File: src/sv/rdc_pkg.sv
package rdc_pkg;

  localparam int IN_TDATA_W  = 64;
  localparam int OUT_TDATA_W = 8;
  localparam int CFG_DATA_W  = 8;
  localparam int RADIX_W     = 6;
  localparam int DIGIT_W     = 6;
  localparam int CHAR_W      = 7;
  localparam int CHUNK_W     = 8;

  localparam logic [RADIX_W-1:0] RADIX_MIN   = 6'd2;
  localparam logic [RADIX_W-1:0] RADIX_MAX   = 6'd36;
  localparam logic [RADIX_W-1:0] RADIX_RESET = 6'd10;
  localparam logic [DIGIT_W-1:0] TEN         = 6'd10;
  localparam logic [CHAR_W-1:0]  CHAR_ZERO   = 7'd48;
  localparam logic [CHAR_W-1:0]  CHAR_A      = 7'd65;

  // sequencer step address and jump conditions
  typedef logic [2:0] pc_t;
  typedef logic [2:0] cond_t;

  localparam cond_t C_NEVER       = 3'd0;
  localparam cond_t C_ALWAYS      = 3'd1;
  localparam cond_t C_NO_IN       = 3'd2;
  localparam cond_t C_MORE_CHUNKS = 3'd3;
  localparam cond_t C_Q_NZ        = 3'd4;
  localparam cond_t C_OUT_BLOCKED = 3'd5;
  localparam cond_t C_LEVEL_ZERO  = 3'd6;

  localparam pc_t PC_IDLE  = 3'd0;
  localparam pc_t PC_DIV   = 3'd1;
  localparam pc_t PC_PUSH  = 3'd2;
  localparam pc_t PC_POP   = 3'd3;
  localparam pc_t PC_EMIT  = 3'd4;
  localparam pc_t PC_TEST  = 3'd5;
  localparam pc_t PC_POP2  = 3'd6;

  typedef struct packed {
    logic  accept;
    logic  div_step;
    logic  push;
    logic  pop;
    logic  emit;
    cond_t cond;
    pc_t   target;
  } uword_t;

  // control to the divide unit
  typedef struct packed {
    logic load;
    logic step;
    logic clr_rem;
  } div_ctrl_t;

  // status from the divide unit
  typedef struct packed {
    logic q_nz;
    logic last_chunk;
  } div_stat_t;

  // microprogram: on a true condition go to target, else to the next step
  function automatic uword_t uc_rom(input pc_t pc);
    uword_t w;
    w = '0;
    unique case (pc)
      PC_IDLE: begin
        w.accept = 1'b1; w.cond = C_NO_IN;       w.target = PC_IDLE;
      end
      PC_DIV: begin
        w.div_step = 1'b1; w.cond = C_MORE_CHUNKS; w.target = PC_DIV;
      end
      PC_PUSH: begin
        w.push = 1'b1; w.cond = C_Q_NZ;         w.target = PC_DIV;
      end
      PC_POP: begin
        w.pop = 1'b1; w.cond = C_NEVER;         w.target = PC_IDLE;
      end
      PC_EMIT: begin
        w.emit = 1'b1; w.cond = C_OUT_BLOCKED;  w.target = PC_EMIT;
      end
      PC_TEST: begin
        w.cond = C_LEVEL_ZERO;                  w.target = PC_IDLE;
      end
      PC_POP2: begin
        w.pop = 1'b1; w.cond = C_ALWAYS;        w.target = PC_EMIT;
      end
      default: begin
        w.cond = C_ALWAYS;                      w.target = PC_IDLE;
      end
    endcase
    return w;
  endfunction

  function automatic logic [CHAR_W-1:0] digit_to_char(input logic [DIGIT_W-1:0] d);
    if (d < TEN) begin
      return CHAR_ZERO + CHAR_W'(d);
    end
    return CHAR_A + CHAR_W'(d - TEN);
  endfunction

endpackage

File: src/sv/rdc_ram.sv
module rdc_ram #(
  parameter int WIDTH = 6,
  parameter int DEPTH = 64
) (
  input  logic                     clk,
  input  logic                     wr_en,
  input  logic [$clog2(DEPTH)-1:0] wr_addr,
  input  logic [WIDTH-1:0]         wr_data,
  input  logic                     rd_en,
  input  logic [$clog2(DEPTH)-1:0] rd_addr,
  output logic [WIDTH-1:0]         rd_data
);

  logic [WIDTH-1:0] mem [DEPTH];
  logic [WIDTH-1:0] rd_data_r;

  always_ff @(posedge clk) begin
    if (wr_en) begin
      mem[wr_addr] <= wr_data;
    end
    if (rd_en) begin
      rd_data_r <= mem[rd_addr];
    end
  end

  assign rd_data = rd_data_r;

endmodule

File: src/sv/rdc_div_unit.sv
module rdc_div_unit
  import rdc_pkg::*;
#(
  parameter int VALUE_BITS = 63
) (
  input  logic                  clk,
  input  logic                  rst_n,
  input  div_ctrl_t             ctrl,
  input  logic [VALUE_BITS-1:0] load_value,
  input  logic [RADIX_W-1:0]    radix,
  output div_stat_t             stat,
  output logic [DIGIT_W-1:0]    rem
);

  localparam int NCHUNK = (VALUE_BITS + CHUNK_W - 1) / CHUNK_W;
  localparam int QW     = NCHUNK * CHUNK_W;
  localparam int CW     = (NCHUNK > 1) ? $clog2(NCHUNK) : 1;
  localparam logic [CW-1:0] LAST_CHUNK = CW'(NCHUNK - 1);

  logic [QW-1:0]      q_r, q_nxt;
  logic [DIGIT_W-1:0] rem_r, rem_nxt;
  logic [CW-1:0]      chunk_r, chunk_nxt;
  logic [CHUNK_W-1:0] top_byte, q_byte;
  logic [DIGIT_W-1:0] r_div;
  logic [DIGIT_W:0]   t;

  // one byte of long division: eight restoring compare-subtract steps
  always_comb begin
    top_byte = q_r[QW-1 -: CHUNK_W];
    r_div    = rem_r;
    q_byte   = '0;
    t        = '0;
    for (int i = CHUNK_W - 1; i >= 0; i--) begin
      t = {r_div, top_byte[i]};
      if (t >= {1'b0, radix}) begin
        t         = t - {1'b0, radix};
        q_byte[i] = 1'b1;
      end
      r_div = t[DIGIT_W-1:0];
    end
  end

  always_comb begin
    q_nxt     = q_r;
    rem_nxt   = rem_r;
    chunk_nxt = chunk_r;
    if (ctrl.load) begin
      q_nxt     = QW'(load_value);
      rem_nxt   = '0;
      chunk_nxt = '0;
    end else if (ctrl.step) begin
      q_nxt     = QW'({q_r, q_byte});
      rem_nxt   = r_div;
      chunk_nxt = (chunk_r == LAST_CHUNK) ? '0 : chunk_r + 1'b1;
    end else if (ctrl.clr_rem) begin
      rem_nxt = '0;
    end
  end

  always_ff @(posedge clk) begin
    if (!rst_n) begin
      chunk_r <= '0;
    end else begin
      chunk_r <= chunk_nxt;
    end
    q_r   <= q_nxt;
    rem_r <= rem_nxt;
  end

  assign stat.q_nz       = |q_r;
  assign stat.last_chunk = (chunk_r == LAST_CHUNK);
  assign rem             = rem_r;

endmodule

File: src/sv/radix_digit_converter.sv
// operation: after an input transfer the byte-wide divide unit (one byte of quotient per cycle)
//   divides by the radix, and each remainder is pushed on the digit stack as one digit; the
//   digits are then popped and emitted most significant first, and a new number is taken only
//   once the last digit has been loaded into the output register
// reset: synchronous active-low rst_n clears the sequencer, stack level, output valid,
//   and sets the radix to 10; the digit stack holds no reset value
module radix_digit_converter
  import rdc_pkg::*;
#(
  parameter int VALUE_BITS  = 63,
  parameter int STACK_DEPTH = 64
) (
  input  logic                   clk,
  input  logic                   rst_n,
  // input stream: tdata bits [62:0] number, bit 63 zero
  input  logic                   in_tvalid,
  output logic                   in_tready,
  input  logic [IN_TDATA_W-1:0]  in_tdata,
  // result stream: tdata bits [6:0] digit_char, bit 7 zero; tlast is last_digit
  output logic                   out_tvalid,
  input  logic                   out_tready,
  output logic [OUT_TDATA_W-1:0] out_tdata,
  output logic                   out_tlast,
  // radix write: cfg_data bits [5:0] radix, bits [7:6] ignored
  input  logic                   cfg_valid,
  output logic                   cfg_ready,
  input  logic [CFG_DATA_W-1:0]  cfg_data
);

  localparam int AW  = $clog2(STACK_DEPTH);
  localparam int LVW = $clog2(STACK_DEPTH + 1);
  localparam logic [LVW-1:0] DEPTH_L = LVW'(STACK_DEPTH);

  // sequencer state
  pc_t    pc_r, pc_nxt;
  uword_t uw;
  logic   cond_hit;

  // radix register, stored already clamped to 2..36
  logic [RADIX_W-1:0] radix_r, radix_nxt, cfg_radix;

  // digit stack bookkeeping
  logic [LVW-1:0]     level_r, level_nxt, level_dec;
  logic               push_en, pop_en;
  logic [DIGIT_W-1:0] stack_rd;

  // divider interface
  div_ctrl_t          dctrl;
  div_stat_t          dstat;
  logic [DIGIT_W-1:0] rem;

  // output register
  logic              out_valid_r;
  logic [CHAR_W-1:0] out_char_r;
  logic              out_last_r;
  logic              out_blocked, out_load;
  logic              in_xfer;

  assign uw          = uc_rom(pc_r);
  assign in_tready   = uw.accept;
  assign in_xfer     = in_tvalid & in_tready;
  assign out_blocked = out_valid_r & ~out_tready;
  assign out_load    = uw.emit & ~out_blocked;
  assign level_dec   = level_r - 1'b1;
  // pushes beyond the stack depth drop the extra high digits
  assign push_en     = uw.push & (level_r < DEPTH_L);
  assign pop_en      = uw.pop;

  // condition select for the jump
  always_comb begin
    case (uw.cond)
      C_NEVER:       cond_hit = 1'b0;
      C_ALWAYS:      cond_hit = 1'b1;
      C_NO_IN:       cond_hit = ~in_xfer;
      C_MORE_CHUNKS: cond_hit = ~dstat.last_chunk;
      C_Q_NZ:        cond_hit = dstat.q_nz;
      C_OUT_BLOCKED: cond_hit = out_blocked;
      C_LEVEL_ZERO:  cond_hit = (level_r == '0);
      default:       cond_hit = 1'b1;
    endcase
    pc_nxt = cond_hit ? uw.target : pc_r + 1'b1;
  end

  // divider control: load on input transfer, clear the remainder after each push
  assign dctrl.load    = in_xfer;
  assign dctrl.step    = uw.div_step;
  assign dctrl.clr_rem = uw.push;

  always_comb begin
    level_nxt = level_r;
    if (in_xfer) begin
      level_nxt = '0;
    end else if (push_en) begin
      level_nxt = level_r + 1'b1;
    end else if (pop_en) begin
      level_nxt = level_dec;
    end
  end

  // out of range radix values are folded into 2..36 at write time
  assign cfg_ready = 1'b1;
  assign cfg_radix = cfg_data[RADIX_W-1:0];
  always_comb begin
    radix_nxt = radix_r;
    if (cfg_valid) begin
      if (cfg_radix < RADIX_MIN) begin
        radix_nxt = RADIX_MIN;
      end else if (cfg_radix > RADIX_MAX) begin
        radix_nxt = RADIX_MAX;
      end else begin
        radix_nxt = cfg_radix;
      end
    end
  end

  always_ff @(posedge clk) begin
    if (!rst_n) begin
      pc_r        <= PC_IDLE;
      level_r     <= '0;
      radix_r     <= RADIX_RESET;
      out_valid_r <= 1'b0;
    end else begin
      pc_r    <= pc_nxt;
      level_r <= level_nxt;
      radix_r <= radix_nxt;
      if (out_load) begin
        out_valid_r <= 1'b1;
      end else if (out_tready) begin
        out_valid_r <= 1'b0;
      end
    end
  end

  // output payload; the level is already decremented, so zero marks the last digit
  always_ff @(posedge clk) begin
    if (out_load) begin
      out_char_r <= digit_to_char(stack_rd);
      out_last_r <= (level_r == '0);
    end
  end

  rdc_div_unit #(
    .VALUE_BITS (VALUE_BITS)
  ) u_div (
    .clk        (clk),
    .rst_n      (rst_n),
    .ctrl       (dctrl),
    .load_value (in_tdata[VALUE_BITS-1:0]),
    .radix      (radix_r),
    .stat       (dstat),
    .rem        (rem)
  );

  // digit stack; a pop reads the top entry, data is ready in the emit step
  rdc_ram #(
    .WIDTH (DIGIT_W),
    .DEPTH (STACK_DEPTH)
  ) u_stack (
    .clk     (clk),
    .wr_en   (push_en),
    .wr_addr (level_r[AW-1:0]),
    .wr_data (rem),
    .rd_en   (pop_en),
    .rd_addr (level_dec[AW-1:0]),
    .rd_data (stack_rd)
  );

  assign out_tvalid = out_valid_r;
  assign out_tdata  = {1'b0, out_char_r};
  assign out_tlast  = out_last_r;

endmodule

File: config.mk
export PLATFORM = sky130hd
export DESIGN_NAME = radix_digit_converter
export DESIGN_NICKNAME = d
export VERILOG_FILES = /design/src/sv/rdc_pkg.sv /design/src/sv/rdc_ram.sv /design/src/sv/rdc_div_unit.sv /design/src/sv/radix_digit_converter.sv
export SDC_FILE = /design/constraint.sdc
export NUM_CORES = 1
export LEC_CHECK = 0
export BUFFER_PORTS_ARGS = -buffer_cell sky130_fd_sc_hd__buf_2
export CAP_MARGIN = 0
export CORE_ASPECT_RATIO = 0.75
export CORE_MARGIN = 2
export CORE_UTILIZATION = 45
export DETAILED_ROUTE_END_ITERATION = 8
export HOLD_SLACK_MARGIN = 0.02
export SLEW_MARGIN = 15
export SYNTH_ARGS = -nofsm -noshare
export SYNTH_HDL_FRONTEND = slang
export SYNTH_HIERARCHICAL = 1
export SYNTH_SLANG_ARGS = --single-unit
File: constraint.sdc
create_clock -name clk -period 17 [get_ports clk]
set_input_delay 3.4 -clock clk [delete_from_list [all_inputs] [get_ports clk]]
set_output_delay 3.4 -clock clk [all_outputs]
set_load 0.02 [all_outputs]
== Word level (Yosys, flattened, before mapping) ==
Memories as Yosys holds them, arrays and structs flattened. A register that Yosys moved wholly into a read port is not among the register bits.
Cells that the tools add are included.

* $add $sub $neg: 15
* Magnitude comparators: 12
* Equal/unequal tests: 12
* Mux-type cells: 41
* Bitwise gates (word level): 9
* Reduce and logical (&&, ||, !) cells: 10

{| class="wikitable"
|+ Operator list
! cell !! count
|-
| $mux W63 || 2
|-
| $mux W6 || 12
|-
| $reduce_or A64 Y1 || 1
|-
| $ge A7 B6 Y1 || 8
|-
| $sub A6 B6 Y6 || 8
|-
| $pmux W6 S7 || 1
|-
| $mux W7 || 4
|-
| $eq A3 B3 Y1 const B || 7
|-
| $mux W1 || 19
|-
| $eq A3 B2 Y1 const B || 4
|-
| $reduce_bool A2 Y1 || 4
|-
| $add A6 B6 Y7 const A || 1
|-
| $add A7 B1 Y7 const B || 1
|-
| $add A7 B7 Y7 const A || 1
|-
| $logic_not A7 Y1 || 1
|-
| $lt A7 B7 Y1 const B || 1
|-
| $sub A6 B4 Y7 const B || 1
|-
| $sub A7 B1 Y7 const B || 1
|-
| $add A3 B1 Y3 const B || 2
|-
| $gt A6 B6 Y1 const B || 1
|-
| $logic_not A3 Y1 || 2
|-
| $lt A6 B2 Y1 const B || 1
|-
| $lt A6 B4 Y1 const B || 1
|-
| $mux W3 || 2
|-
| other kinds (5) || 13
|}

* Register bits: 98
* Bits in writable memories: 384
* Output and inout port bits: 12
* Logic and storage cells: 110
* Memories: 1

{| class="wikitable"
|+ Memory list
! name !! words !! bits a word !! read ports !! clocked after memory_dff !! write ports !! RTL line !! source
|-
| u_stack.mem || 64 || 6 || 1 || 1 || 1 || rdc_ram.sv:14 || <nowiki>logic [WIDTH-1:0] mem [DEPTH];</nowiki>
|}

== Depth between registers and ports, before layout ==
* Word-level depth: 18
* Mapped depth: 87

== Modules after synthesis ==
The synthesis kept the hierarchy.

{| class="wikitable"
|+ Modules (own cells, without submodules)
! module !! times used !! cells an instance !! area each (um^2) !! sequential area each (um^2)
|-
| rdc_ram || 1 || 720 || 15285.9 || 11711.2
|-
| rdc_div_unit || 1 || 541 || 5814.3 || 2092.0
|-
| radix_digit_converter || 1 || 194 || 1662.8 || 580.6
|}

== Least setup slack after synthesis ==
OpenSTA, ideal clock, no wires.

* Path type: register to register
* Start point: reg u_div.rem_r[3] (netlist: u_div/rem[3])
* End point: reg u_div.rem_r[1] (netlist: u_div/rem[1])
* Arrival: 15866 ps
* Required time: 16882 ps
* Slack: 1016 ps
* Cell stages (with the launch flop): 82
* Period minus slack after synthesis: 15984 ps
* Cells stage by stage: dfxtp_1 > ha_1 > a21o_1 > a211oi_1 > o31a_1 > buf_6 > mux2_2 > ha_1 > a211o_1 > a31oi_1 > a32o_1 > o311a_1 > buf_6 > mux2i_1 > ha_1 > a21oi_1 > a31oi_1 > a2111oi_1 > (+46 left out) > nand2b_1 > a21oi_1 > nand2_1 > a221o_1 > buf_6 > mux2_2 > inv_1 > ha_1 > nor2b_1 > o21ai_0 > nand2b_1 > a21o_1 > a21o_1 > nand2_1 > o2111a_1 > buf_6 > mux2i_1 > a22o_1

* Cells in the longest elaborated chain, start to end: 17

{| class="wikitable"
|+ RTL lines
! element !! RTL line !! source
|-
| from (decl) || rdc_div_unit.sv:21 || <nowiki>logic [DIGIT_W-1:0] rem_r, rem_nxt;</nowiki>
|-
| from (signal assigned) || rdc_div_unit.sv:67 || <nowiki>rem_r <= rem_nxt;</nowiki>
|-
| $sub A6 B6 Y6 / $ge A7 B6 Y1 (equally long branches) || rdc_div_unit.sv:36, rdc_div_unit.sv:35 ||
|-
| $mux W6 (*) || rdc_div_unit.sv:35 || <nowiki>if (t >= {1'b0, radix}) begin</nowiki>
|-
| $sub A6 B6 Y6 / $ge A7 B6 Y1 (equally long branches) || rdc_div_unit.sv:36, rdc_div_unit.sv:35 ||
|-
| $mux W6 (*) || rdc_div_unit.sv:35 ||
|-
| $ge A7 B6 Y1 / $sub A6 B6 Y6 (equally long branches) || rdc_div_unit.sv:35, rdc_div_unit.sv:36 ||
|-
| $mux W6 (*) || rdc_div_unit.sv:35 ||
|-
| $sub A6 B6 Y6 / $ge A7 B6 Y1 (equally long branches) || rdc_div_unit.sv:36, rdc_div_unit.sv:35 ||
|-
| $mux W6 (*) || rdc_div_unit.sv:35 ||
|-
| $sub A6 B6 Y6 / $ge A7 B6 Y1 (equally long branches) || rdc_div_unit.sv:36, rdc_div_unit.sv:35 ||
|-
| $mux W6 (*) || rdc_div_unit.sv:35 ||
|-
| $sub A6 B6 Y6 / $ge A7 B6 Y1 (equally long branches) || rdc_div_unit.sv:36, rdc_div_unit.sv:35 ||
|-
| $mux W6 (*) || rdc_div_unit.sv:35 ||
|-
| $ge A7 B6 Y1 / $sub A6 B6 Y6 (equally long branches) || rdc_div_unit.sv:35, rdc_div_unit.sv:36 ||
|-
| $mux W6 (*) || rdc_div_unit.sv:35 ||
|-
| $sub A6 B6 Y6 / $ge A7 B6 Y1 (equally long branches) || rdc_div_unit.sv:36, rdc_div_unit.sv:35 ||
|-
| $mux W6 (*) || rdc_div_unit.sv:35 ||
|-
| $mux W6 (*) || rdc_div_unit.sv:51 || <nowiki>end else if (ctrl.step) begin</nowiki>
|}

Mark *: on every way between the ends. The rest lies on a longest branch, timed or not.
A chain may end at the register's enable or synchronous reset.

== Final worst setup path ==
* Start point: reg radix_r[4]
* End point: reg u_div.rem_r[4] (netlist: u_div/rem[4])

* Cells in the longest elaborated chain, start to end: 17

{| class="wikitable"
|+ RTL lines
! element !! RTL line !! source
|-
| from (decl) || radix_digit_converter.sv:40 || <nowiki>logic [RADIX_W-1:0] radix_r, radix_nxt, cfg_radix;</nowiki>
|-
| from (signal assigned) || radix_digit_converter.sv:125 || <nowiki>radix_r <= radix_nxt;</nowiki>
|-
| $sub A6 B6 Y6 / $ge A7 B6 Y1 (equally long branches) || rdc_div_unit.sv:36, rdc_div_unit.sv:35 ||
|-
| $mux W6 || rdc_div_unit.sv:35 ||
|-
| $sub A6 B6 Y6 / $ge A7 B6 Y1 (equally long branches) || rdc_div_unit.sv:36, rdc_div_unit.sv:35 ||
|-
| $mux W6 || rdc_div_unit.sv:35 ||
|-
| $ge A7 B6 Y1 / $sub A6 B6 Y6 (equally long branches) || rdc_div_unit.sv:35, rdc_div_unit.sv:36 ||
|-
| $mux W6 || rdc_div_unit.sv:35 ||
|-
| $sub A6 B6 Y6 / $ge A7 B6 Y1 (equally long branches) || rdc_div_unit.sv:36, rdc_div_unit.sv:35 ||
|-
| $mux W6 || rdc_div_unit.sv:35 ||
|-
| $sub A6 B6 Y6 / $ge A7 B6 Y1 (equally long branches) || rdc_div_unit.sv:36, rdc_div_unit.sv:35 ||
|-
| $mux W6 || rdc_div_unit.sv:35 ||
|-
| $sub A6 B6 Y6 / $ge A7 B6 Y1 (equally long branches) || rdc_div_unit.sv:36, rdc_div_unit.sv:35 ||
|-
| $mux W6 || rdc_div_unit.sv:35 ||
|-
| $ge A7 B6 Y1 / $sub A6 B6 Y6 (equally long branches) || rdc_div_unit.sv:35, rdc_div_unit.sv:36 ||
|-
| $mux W6 || rdc_div_unit.sv:35 ||
|-
| $sub A6 B6 Y6 / $ge A7 B6 Y1 (equally long branches) || rdc_div_unit.sv:36, rdc_div_unit.sv:35 ||
|-
| $mux W6 (*) || rdc_div_unit.sv:35 ||
|-
| $mux W6 (*) || rdc_div_unit.sv:51 ||
|}

Marks and branches as above.

==> results.txt <==
The congestion estimate from routability-driven global placement came to 0.847. The worst hold path startpoint is radix_r[4]$_SDFFE_PN0P_. Yosys mapped a number of flops with a built-in enable equal to 461. Ranked by total cell area, the synthesized netlist is headed by edfxtp_1 (61%), mux4_2 (8.6%), mux2_2 (4.1%).

The worst setup path is captured at a register. In this run, post-CTS hold repair placed 0 buffers. Counting cells, the worst reg-to-reg path comes to 77. The net count of the mapped netlist is 1601, and the number of antenna repair diodes is 0. The proportion of synthesized flip-flops having asynchronous set or reset was 0. After clock tree synthesis, the clock-pin slew on the worst setup and hold paths is 0.06 ns. The clock tree synthesis step divided the H-tree into 2 levels. The first-pass GRT wire length came out at 77600 um. In this run, CTS created clock tree buffers numbering 49. The layout-stage area growth over the synthesis result works out to 12.3%.

For the cell count after placement, the log shows 2167. Averaged over all synthesized cells, the footprint is 15.6 um2. In the synthesized netlist the dominant register cell turns out to be edfxtp_1. The run gives 0.455 as the starting density of the core. Across the run, the number of max-cap violations was 0. For the pin with the worst max-slew slack, the measured transition is 1.00 ns. The tools report the largest clock skew in the final design as 0.0149 ns.

The routed length per placed instance was 22.9 um; the count of nets left with antenna violations after detail routing was 0. In this run the worst path has a maximum fanout of 12. Path type of the worst setup path: reg -> reg. The routed layout has 13100 vias. For the final routed database, the setup TNS stands at 0 ns. The run gives 0 as the final hold violation count. The clock drives 488 sinks.

Once layout is complete, the cells apart from fillers number 2255. The register bit count reported by yosys is 488. The flow ran to the end, and the final reports show no timing, DRC or antenna violations. The die is 264 um wide. The delay of the slowest cell on the worst path is 0.41 ns. Top-area cell type share of the netlist area: 0.608.

Library cell with the largest summed area after synthesis: edfxtp_1. The post-synthesis sequential area ratio came out at 0.632. The tools report the number of detailed-routing iterations run before antenna repair as 5. In this run the register-to-register setup slack is 0.99 ns. The critical path arrival is 16.47 ns, and the share of post-route cells with drive strength above 1 is 0.253. Counting distinct cell types in the post-synthesis netlist gives 86. Detailed placement finished with a half-perimeter wire length of 33500 um. Among all stages on the critical path, the largest delay is contributed by a2111oi_1. Total wirelength of the detailed-routed design: 51700 um. The initial antenna violation count was 0. Counting stages on the worst path, the most repeated cell is ha_1.

Entering global routing, the biggest net connects 72 pins. On the final layout, the worst hold slack is 0.490 ns. The worst setup path is launched from a register.

After the last flow step, the layout net total stands at 1711. The cell count of the worst hold path was 2. The overall routing resource usage came out at 0.198.

The number of rows in the core area is 71, and the multi-input gate area in the final layout is 7840 um2. In this run the count of I/O pins placed on the die edge is 89. The storage element area was 14400 um2. The synthesized instance count is 1455, and the final critical delay including setup and external delays is 16.01 ns. The final number of setup-violating endpoints is 0, and the number of port buffers is 83. Post-route fraction of the period consumed by the critical path: 0.942. In this run the critical register-to-register path is captured at u_div/rem[4]$_SDFFE_PP0P_. The cell area after synthesis was 22800 um2. TritonCTS built the clock tree.

The tools report the start of the worst register-to-register path as radix_r[4]$_SDFFE_PN0P_. For this run, design rule violations remaining after detail routing come to 0. The number of global-route vias before repair is 12700, and the total congestion overflow is 0. The max-slew violation total from the final report was 0.

After the first detailed-routing iteration, the DRC count stood at 1267. The number of buffers on the longest clock path is 3. The classification of the worst-slack hold path is reg -> reg. The die covers 52400 um2. The data required time at the worst endpoint came out at 17.46 ns.

The worst-case headroom to the max-slew limit was 0.332; the floorplan core area was 50000 um2. The Yosys step of the flow raised 6 warnings. The floorplan die height was 199 um. The end of the worst hold path was radix_r[4]$_SDFFE_PN0P_.

Static timing analysis puts the maximum clock frequency at 62.5 MHz. The cell sitting at the root of the clock tree is a clkbuf_16. After detailed routing, the number of vias per cell comes to 5.81. At the later pin of the worst-skew pair, clock insertion delay measures 0.58 ns. Counting the fill cells in the layout gives 4106.
==> per-stage QoR <==
| stage | util | area (um2) | setup slack, ns |
|---|---|---|---|
| 5_1_grt | 0.511 | 25600 | -0.134 |
| 2_1_floorplan | - | 22800 | 1.02 |
| 3_5_place_dp | 0.478 | 23900 | 0.201 |
| 4_1_cts | 0.509 | 25500 | 0.0635 |
| 3_3_place_gp | 0.478 | 23900 | 0.350 |
| 6_report | 0.511 | 25600 | 0.992 |
==> synth_stat cells, drive strengths merged, types with 5 or more instances <==
| cell | number |
|---|---|
| a211oi | 10 |
| a21boi | 7 |
| a21o | 10 |
| a21oi | 38 |
| a221oi | 6 |
| a31oi | 7 |
| and2 | 8 |
| and3 | 7 |
| buf | 38 |
| clkbuf | 25 |
| dfxtp | 27 |
| edfxtp | 461 |
| fa | 8 |
| ha | 61 |
| inv | 60 |
| mux2 | 83 |
| mux2i | 41 |
| mux4 | 93 |
| nand2 | 51 |
| nand2b | 24 |
| nand3 | 26 |
| nand3b | 5 |
| nand4 | 10 |
| nor2 | 109 |
| nor2b | 25 |
| nor3 | 17 |
| nor3b | 5 |
| nor4 | 17 |
| o21a | 6 |
| o21ai | 42 |
| o221ai | 11 |
| o22a | 6 |
| o22ai | 13 |
| or3 | 5 |
| xnor2 | 23 |
| xor2 | 11 |
==> critical path: cells and delay by family (launching register included) <==
kind | cells | cell delay [ns]
AOI/OAI and AO/OA | 34 | 7.06
muxes | 8 | 2.56
adders and majority gates | 8 | 2.45
and+or+nand+nor | 17 | 2.10
buffers and inverters | 10 | 1.35
DFF | 1 | 0.33
==> registers in the layout (all words and copies together) (netlist names) <==
signal / flops
level_r: 7
out_tvalid: 1
out_tlast: 1
u_stack/mem: 384
pc_r: 3
out_char_r: 7
u_stack/rd_data: 6
u_div/chunk_r: 3
u_div/rem: 6
radix_r: 6
u_div/q_r: 64
==> placed cells by master (no fill, tap or decap), drive strengths merged, types with 10 or more instances in the layout <==
cell	synthesis	routed
xor2	11	11
dfxtp	27	27
o22ai	13	13
edfxtp	461	461
mux4	93	93
nand4	10	10
mux2	83	83
a21o	10	10
nor2b	25	25
xnor2	23	23
nor2	109	109
nand2b	24	24
clkinv	0	13
nor3	17	17
nor4	17	17
mux2i	41	41
o21ai	42	42
o221ai	11	11
inv	60	60
buf	38	122
nand3	26	26
nand2	51	51
clkbuf	25	61
a211oi	10	10
a21oi	38	38
ha	61	61
==> layout make-up <==
cell class | count | area share
Sequential cell | 488 | 0.563
Multi-Input combinational cell | 844 | 0.306
Clock buffer | 61 | 0.0506
Tap cell | 657 | 0.0322
Timing Repair Buffer | 122 | 0.0277
Clock inverter | 23 | 0.0111
Inverter | 60 | 0.00905
==> what timing repair did <==
item / in CTS / in global routing
endpoints found under the setup margin: 0 / 7
setup buffers: 0 / 4
resized for setup: 0 / 20
==> routing by layer <==
| metal | up-vias | GRT usage | share of wire |
|---|---|---|---|
| li1 | 5948 | - | - |
| met5 | - | 0 | 0 |
| met2 | 398 | 0.291 | 0.44 |
| met1 | 6687 | 0.303 | 0.47 |
| met4 | 0 | 0.0529 | 0.018 |
| met3 | 65 | 0.0333 | 0.063 |
==> cells by family after synthesis <==
logic type,after synthesis,share of synthesized area
other cells,2,0.000330
fa+ha+maj,69,0.0406
compound gates,195,0.0593
mux,217,0.153
xor+xnor,34,0.0131
flops,488,0.632
buf+inv,123,0.0279
simple gates,327,0.0735
==> how the worst max path moves through the flow <==
stage,startpoint,end,slack (ns),depth (start not counted)
floorplan,u_div/rem[3]$_SDFFE_PP0P_,u_div/rem[1]$_SDFFE_PP0P_,1.02,81
detailed placement,radix_r[4]$_SDFFE_PN0P_,u_div/rem[5]$_SDFFE_PP0P_,0.20,77
CTS,radix_r[4]$_SDFFE_PN0P_,u_div/rem[5]$_SDFFE_PP0P_,0.06,77
global placement,radix_r[4]$_SDFFE_PN0P_,u_div/rem[5]$_SDFFE_PP0P_,0.35,77
global route,radix_r[4]$_SDFFE_PN0P_,u_div/rem[4]$_SDFFE_PP0P_,-0.13,82
finish,radix_r[4]$_SDFFE_PN0P_,u_div/rem[4]$_SDFFE_PP0P_,0.99,77
Power is not shown: default switching activity piles up to over one toggle a cycle in this logic, so the estimate is an artifact.
